**src/rtl/tsbe_pkg.sv**
```systemverilog
`timescale 1ns / 1ps

package tsbe_pkg;

   // command codes
   localparam logic [3:0] ACT_PUT       = 4'd0;
   localparam logic [3:0] ACT_SET       = 4'd1;
   localparam logic [3:0] ACT_GOTO      = 4'd2;
   localparam logic [3:0] ACT_MOVE      = 4'd3;
   localparam logic [3:0] ACT_FILL      = 4'd4;
   localparam logic [3:0] ACT_SETATTR   = 4'd5;
   localparam logic [3:0] ACT_RESETATTR = 4'd6;
   localparam logic [3:0] ACT_READ      = 4'd7;
   localparam logic [3:0] ACT_POLL      = 4'd8;

   // register indexes
   localparam int         CSR_IDX_W   = 2;
   localparam logic [1:0] CSR_COLS    = 2'd0;
   localparam logic [1:0] CSR_ROWS    = 2'd1;
   localparam logic [1:0] CSR_DEF_FG  = 2'd2;
   localparam logic [1:0] CSR_DEF_BG  = 2'd3;

   localparam logic [7:0] COLS_RST    = 8'd80;
   localparam logic [6:0] ROWS_RST    = 7'd25;
   localparam logic [3:0] DEF_FG_RST  = 4'd7;
   localparam logic [3:0] DEF_BG_RST  = 4'd0;

   // attr layout: [11:8] bg, [7:4] fg, [3:0] style
   localparam logic [7:0]  BLANK_CHAR = 8'h20;
   localparam logic [11:0] RESET_ATTR = {DEF_BG_RST, DEF_FG_RST, 4'h0};

   typedef struct packed {
      logic clear;   // clearing pass writes one entry
      logic load;    // capture request word
      logic exec;    // decode and run the direct updates, issue cell read
      logic rmw;     // char write with change compare
      logic fill;    // write one fill cell
      logic finish;  // load result register
   } cmd_type;

   typedef struct packed {
      logic clear_last;
      logic is_rmw;
      logic is_fill;
      logic fill_last;
   } sts_type;

endpackage

```
**src/rtl/tsbe_ctrl.sv**
```systemverilog
`timescale 1ns / 1ps

module tsbe_ctrl (
   input  logic              clock,
   input  logic              reset,
   input  logic              req_valid,
   output logic              req_ready,
   output logic              rsp_valid,
   input  logic              rsp_ready,
   output tsbe_pkg::cmd_type cmd,
   input  tsbe_pkg::sts_type sts
);

   typedef enum logic [5:0] {
      ST_CLEAR  = 6'b000001,
      ST_IDLE   = 6'b000010,
      ST_EXEC   = 6'b000100,
      ST_RMW    = 6'b001000,
      ST_FILL   = 6'b010000,
      ST_FINISH = 6'b100000
   } state_type;

   state_type state_ff, state_in;
   logic      rsp_valid_ff, rsp_valid_in;
   logic      out_free;

   assign out_free  = !rsp_valid_ff || rsp_ready;
   assign req_ready = (state_ff == ST_IDLE);
   assign rsp_valid = rsp_valid_ff;

   always_comb begin
      cmd        = '0;
      cmd.clear  = (state_ff == ST_CLEAR);
      cmd.load   = req_valid && (state_ff == ST_IDLE);
      cmd.exec   = (state_ff == ST_EXEC);
      cmd.rmw    = (state_ff == ST_RMW);
      cmd.fill   = (state_ff == ST_FILL);
      cmd.finish = (state_ff == ST_FINISH) && out_free;
   end

   always_comb begin
      state_in = state_ff;
      case (state_ff)
         ST_CLEAR: begin
            if (sts.clear_last) state_in = ST_IDLE;
         end
         ST_IDLE: begin
            if (req_valid) state_in = ST_EXEC;
         end
         ST_EXEC: begin
            if (sts.is_rmw)       state_in = ST_RMW;
            else if (sts.is_fill) state_in = ST_FILL;
            else                  state_in = ST_FINISH;
         end
         ST_RMW: begin
            state_in = ST_FINISH;
         end
         ST_FILL: begin
            if (sts.fill_last) state_in = ST_FINISH;
         end
         ST_FINISH: begin
            if (out_free) state_in = ST_IDLE;
         end
         default: begin
            state_in = ST_CLEAR;
         end
      endcase
   end

   always_comb begin
      rsp_valid_in = rsp_valid_ff;
      if (cmd.finish)     rsp_valid_in = 1'b1;
      else if (rsp_ready) rsp_valid_in = 1'b0;
   end

   always_ff @(posedge clock) begin
      if (reset) begin
         state_ff     <= ST_CLEAR;
         rsp_valid_ff <= 1'b0;
      end else begin
         state_ff     <= state_in;
         rsp_valid_ff <= rsp_valid_in;
      end
   end

endmodule

```
**config.mk**
```make
export PLATFORM = sky130hd
export DESIGN_NAME = tsbe_ctrl
export DESIGN_NICKNAME = d
export VERILOG_FILES = /design/src/rtl/tsbe_pkg.sv /design/src/rtl/tsbe_ctrl.sv
export SDC_FILE = /design/constraint.sdc
export NUM_CORES = 1
export LEC_CHECK = 0
export ABC_CLOCK_PERIOD_IN_PS = 2400
export BUFFER_PORTS_ARGS = -buffer_cell sky130_fd_sc_hd__buf_2
export CAP_MARGIN = 20
export CORE_UTILIZATION = 38
export DETAILED_ROUTE_END_ITERATION = 10
export GPL_TIMING_DRIVEN = 0
export PLACE_DENSITY = 0.72
export SYNTH_ARGS = -nofsm -noshare
export SYNTH_HDL_FRONTEND = slang
export SYNTH_SLANG_ARGS = --single-unit
export TNS_END_PERCENT = 20
```
**constraint.sdc**
```tcl
create_clock -name clock -period 2.4 [get_ports clock]
set_input_delay 0.48 -clock clock [delete_from_list [all_inputs] [get_ports clock]]
set_output_delay 0.48 -clock clock [all_outputs]
set_load 0.02 [all_outputs]
```
==> metrics.md <==
| Metric | Value |
|---|---|
| Post-synth EDFFs | `0` |
| WP data required | `1920 ps` |
| Post-DP Area | `586 sq um` |
| Initial antenna violation count | `0` |
| Root Driver | `clkbuf_4` |
| # port buffers | `15` |
| H-tree depth | `1` |
| Die area | `1450 sq um` |
| 1st-iter DRT viols | `9` |
| PD cells | `770 nW/um^2` |
| Ports | `16` |
| Die Span X | `38.0 um` |
| Slowest cell on crit path | `or4_4` |
| N_diodes | `0` |
| YS warnings | `0` |
| Setup violators final | `0` |
| Post-synth top area share | `0.284` |
| Prevailing post-synth register cell | `dfxtp_1` |
| Clk_lat worst skew | `250 ps` |
| Routed length per instance | `11.7 um` |
| Cell mode on critical path | `buf_6` |
| TritonCTS clock tree | `done` |
| Die span in y | `38.0 um` |
| Maximum VDD drop | `0.350 mV` |
| Crit-path cells | `buf_6 > or4_4 > or3b_4 > nor2b_2 > buf_6` |
| Largest net degree at the start of global routing | `11` |
| Syn_nets | `66` |
| Slew headroom | `0.730` |
| Initial DRT Pass Iterations | `4` |
| Post-layout minimum cycle time | `2340 ps` |
| Final WL | `1090 um` |
| Worst Tran Pin Value | `405 ps` |
| Post-synthesis cell area | `493 sq um` |
| Worst Path Max Fanout | `3` |
| Area leader, netlist | `dfxtp_1` |
| Fmax | `428 MHz` |
| Area growth syn-to-layout | `29.7%` |
| DRC | `0` |
| Fraction of layout cells with a size suffix above 1 | `0.418` |
| Finished Cell Area | `639 sq um` |
| Max-cap violations | `0` |
| CTS max path bufs | `2` |
| Worst path max stage delay | `510 ps` |
| First-pass GRT wire length | `1840 um` |
| RSZ-0062 raised after global routing | `no` |
| Core Rows | `12` |
| Final max-slew violation count | `0` |
| Critical path launch point type | `flop` |
| Post-route ant nets | `0` |
| Element type at the critical path end | `primary output` |
| Fillers | `109` |
| Outcome | `finished, final reports clean` |
| Initial Util | `0.426` |
| Syn_area_per_cell | `8.50 sq um` |
| GRT Overall Usage | `0.183` |
| Vias in the first global route | `460` |
| Leak | `0.263 nW` |
| RD Place Congestion | `0.831` |
| Sequential area share after synthesis | `0.284` |
| # clock sinks | `7` |
| Post-synth cell types | `34` |
| CP arrival | `1860 ps` |
| Hold buffers post-CTS | `0` |
| Hold Crit Class | `in -> reg` |
| Via/cell ratio | `5.38` |
| Clock skew | `0.291 ps` |
| Post-layout util | `0.553` |
| Dpl hpwl | `788 um` |
| Via Count | `500` |
| Gr ovfl total | `0` |
| Hold Vio Cnt, Final | `0` |
| Synth Instances | `58` |
| Top post-synthesis cells by area | `dfxtp_1 28%, nor3b_1 6.1%, a21oi_1 5.1%` |
| Post-synthesis register bit count | `7` |
| Nets | `88` |
| CTS buffer count | `3` |
| Worst-path clk slew | `50 ps` |
| Core area | `1160 sq um` |
| Kind of critical path | `reg -> out` |
| Tcrit/Tclk final | `0.974` |
| FFs w/ async S/R, synth | `0` |
| Fin Setup TNS | `0 ps` |
-- synthesized netlist by cell type, drive strengths merged (2+ instances only) --
| master | count |
|---|---|
| dfxtp | 7 |
| a21oi | 6 |
| nor3b | 5 |
| nor2 | 4 |
| clkbuf | 3 |
| nor3 | 3 |
| or4 | 3 |
| a221o | 2 |
| buf | 2 |
| nand2 | 2 |
| nand3 | 2 |
| nor2b | 2 |
| or4b | 2 |
-- metal layers --
| layer | track usage | share of wire | up-vias |
|---|---|---|---|
| li1 | - | - | 260 |
| met1 | 0.228 | 0.48 | 227 |
| met2 | 0.292 | 0.48 | 13 |
| met3 | 0.0698 | 0.036 | 0 |
| met4 | 0.0446 | 0 | 0 |
| met5 | 0 | 0 | - |
-- repair_timing --
item                                    4_1_cts  5_1_grt
buffers inserted                              1        2
pin swaps                                     2        2
gates resized for setup                       4        2
endpoints found under the hold margin         0        0
endpoints found under the setup margin        1        1
cloned                                        0        0
-- where the power goes --
group          internal [mW]  switching [mW]
logic                  0.110           0.126
registers              0.136          0.0129
clock network         0.0635          0.0442
-- path summary, 6_finish.rpt --
| kind | from | to | slack [ps] | depth (start not counted) |
|---|---|---|---|---|
| setup reg to reg | state_ff[3] | state_ff[0] | 450 | 5 |
| hold reg to reg | rsp_valid | rsp_valid | 520 | 2 |
| setup / recovery | state_ff[3] | cmd[0] | 60 | 5 |
| hold / removal | sts[2] | state_ff[3] | 470 | 3 |
-- logic make-up after synthesis --
group | after synthesis | share of synthesized area
and+or+nand+nor | 31 | 0.444
AOI/OAI and AO/OA | 12 | 0.168
DFF | 7 | 0.284
buffers and inverters | 6 | 0.0685
xor gates and xnor gates | 2 | 0.0355
-- worst max-delay path: cells and delay by family (launching register included) --
kind / cells / cell delay [ps]
flip-flops: 1 / 310
buffers and inverters: 2 / 240
AND/OR/NAND/NOR: 3 / 1050
-- cell type report --
cell class	count	area, sq um	share of cell area
Timing Repair Buffer	18	104	0.162
Sequential cell	7	144	0.225
Buffer	4	22.5	0.0352
Multi-Input combinational cell	45	322	0.503
Tap cell	14	17.5	0.0274
Clock buffer	4	26.3	0.0411
Inverter	1	3.75	0.00587
-- flip-flops by register name (all words and copies together), names as in the netlist --
register,count
state_ff,6
rsp_valid,1
-- metrics by stage --
step / cells / setup WS, ps / hold WS [ps] / total power, mW
final: 93 / 62.6 / 466 / 0.492
after global placement: 87 / 231 / 512 / 0.368
after detailed placement: 87 / 194 / 521 / 0.370
after global routing: 93 / 15.7 / 470 / 0.533
after CTS: 92 / 4.28 / 458 / 0.484
after floorplan: 58 / 389 / 542 / 0.321
-- placed cells by master (no fill, tap or decap), drive strengths merged, types with 2 or more instances in the layout --
cell and n:
a21oi 6, buf 19, clkbuf 7, a221o 2
nor3 3, dfxtp 7, nand3 2, or4b 2
nand2 2, nor2b 2, nor3b 5, or4 3
nor2 4
No activity file was read; power rests on OpenSTA's default activity.
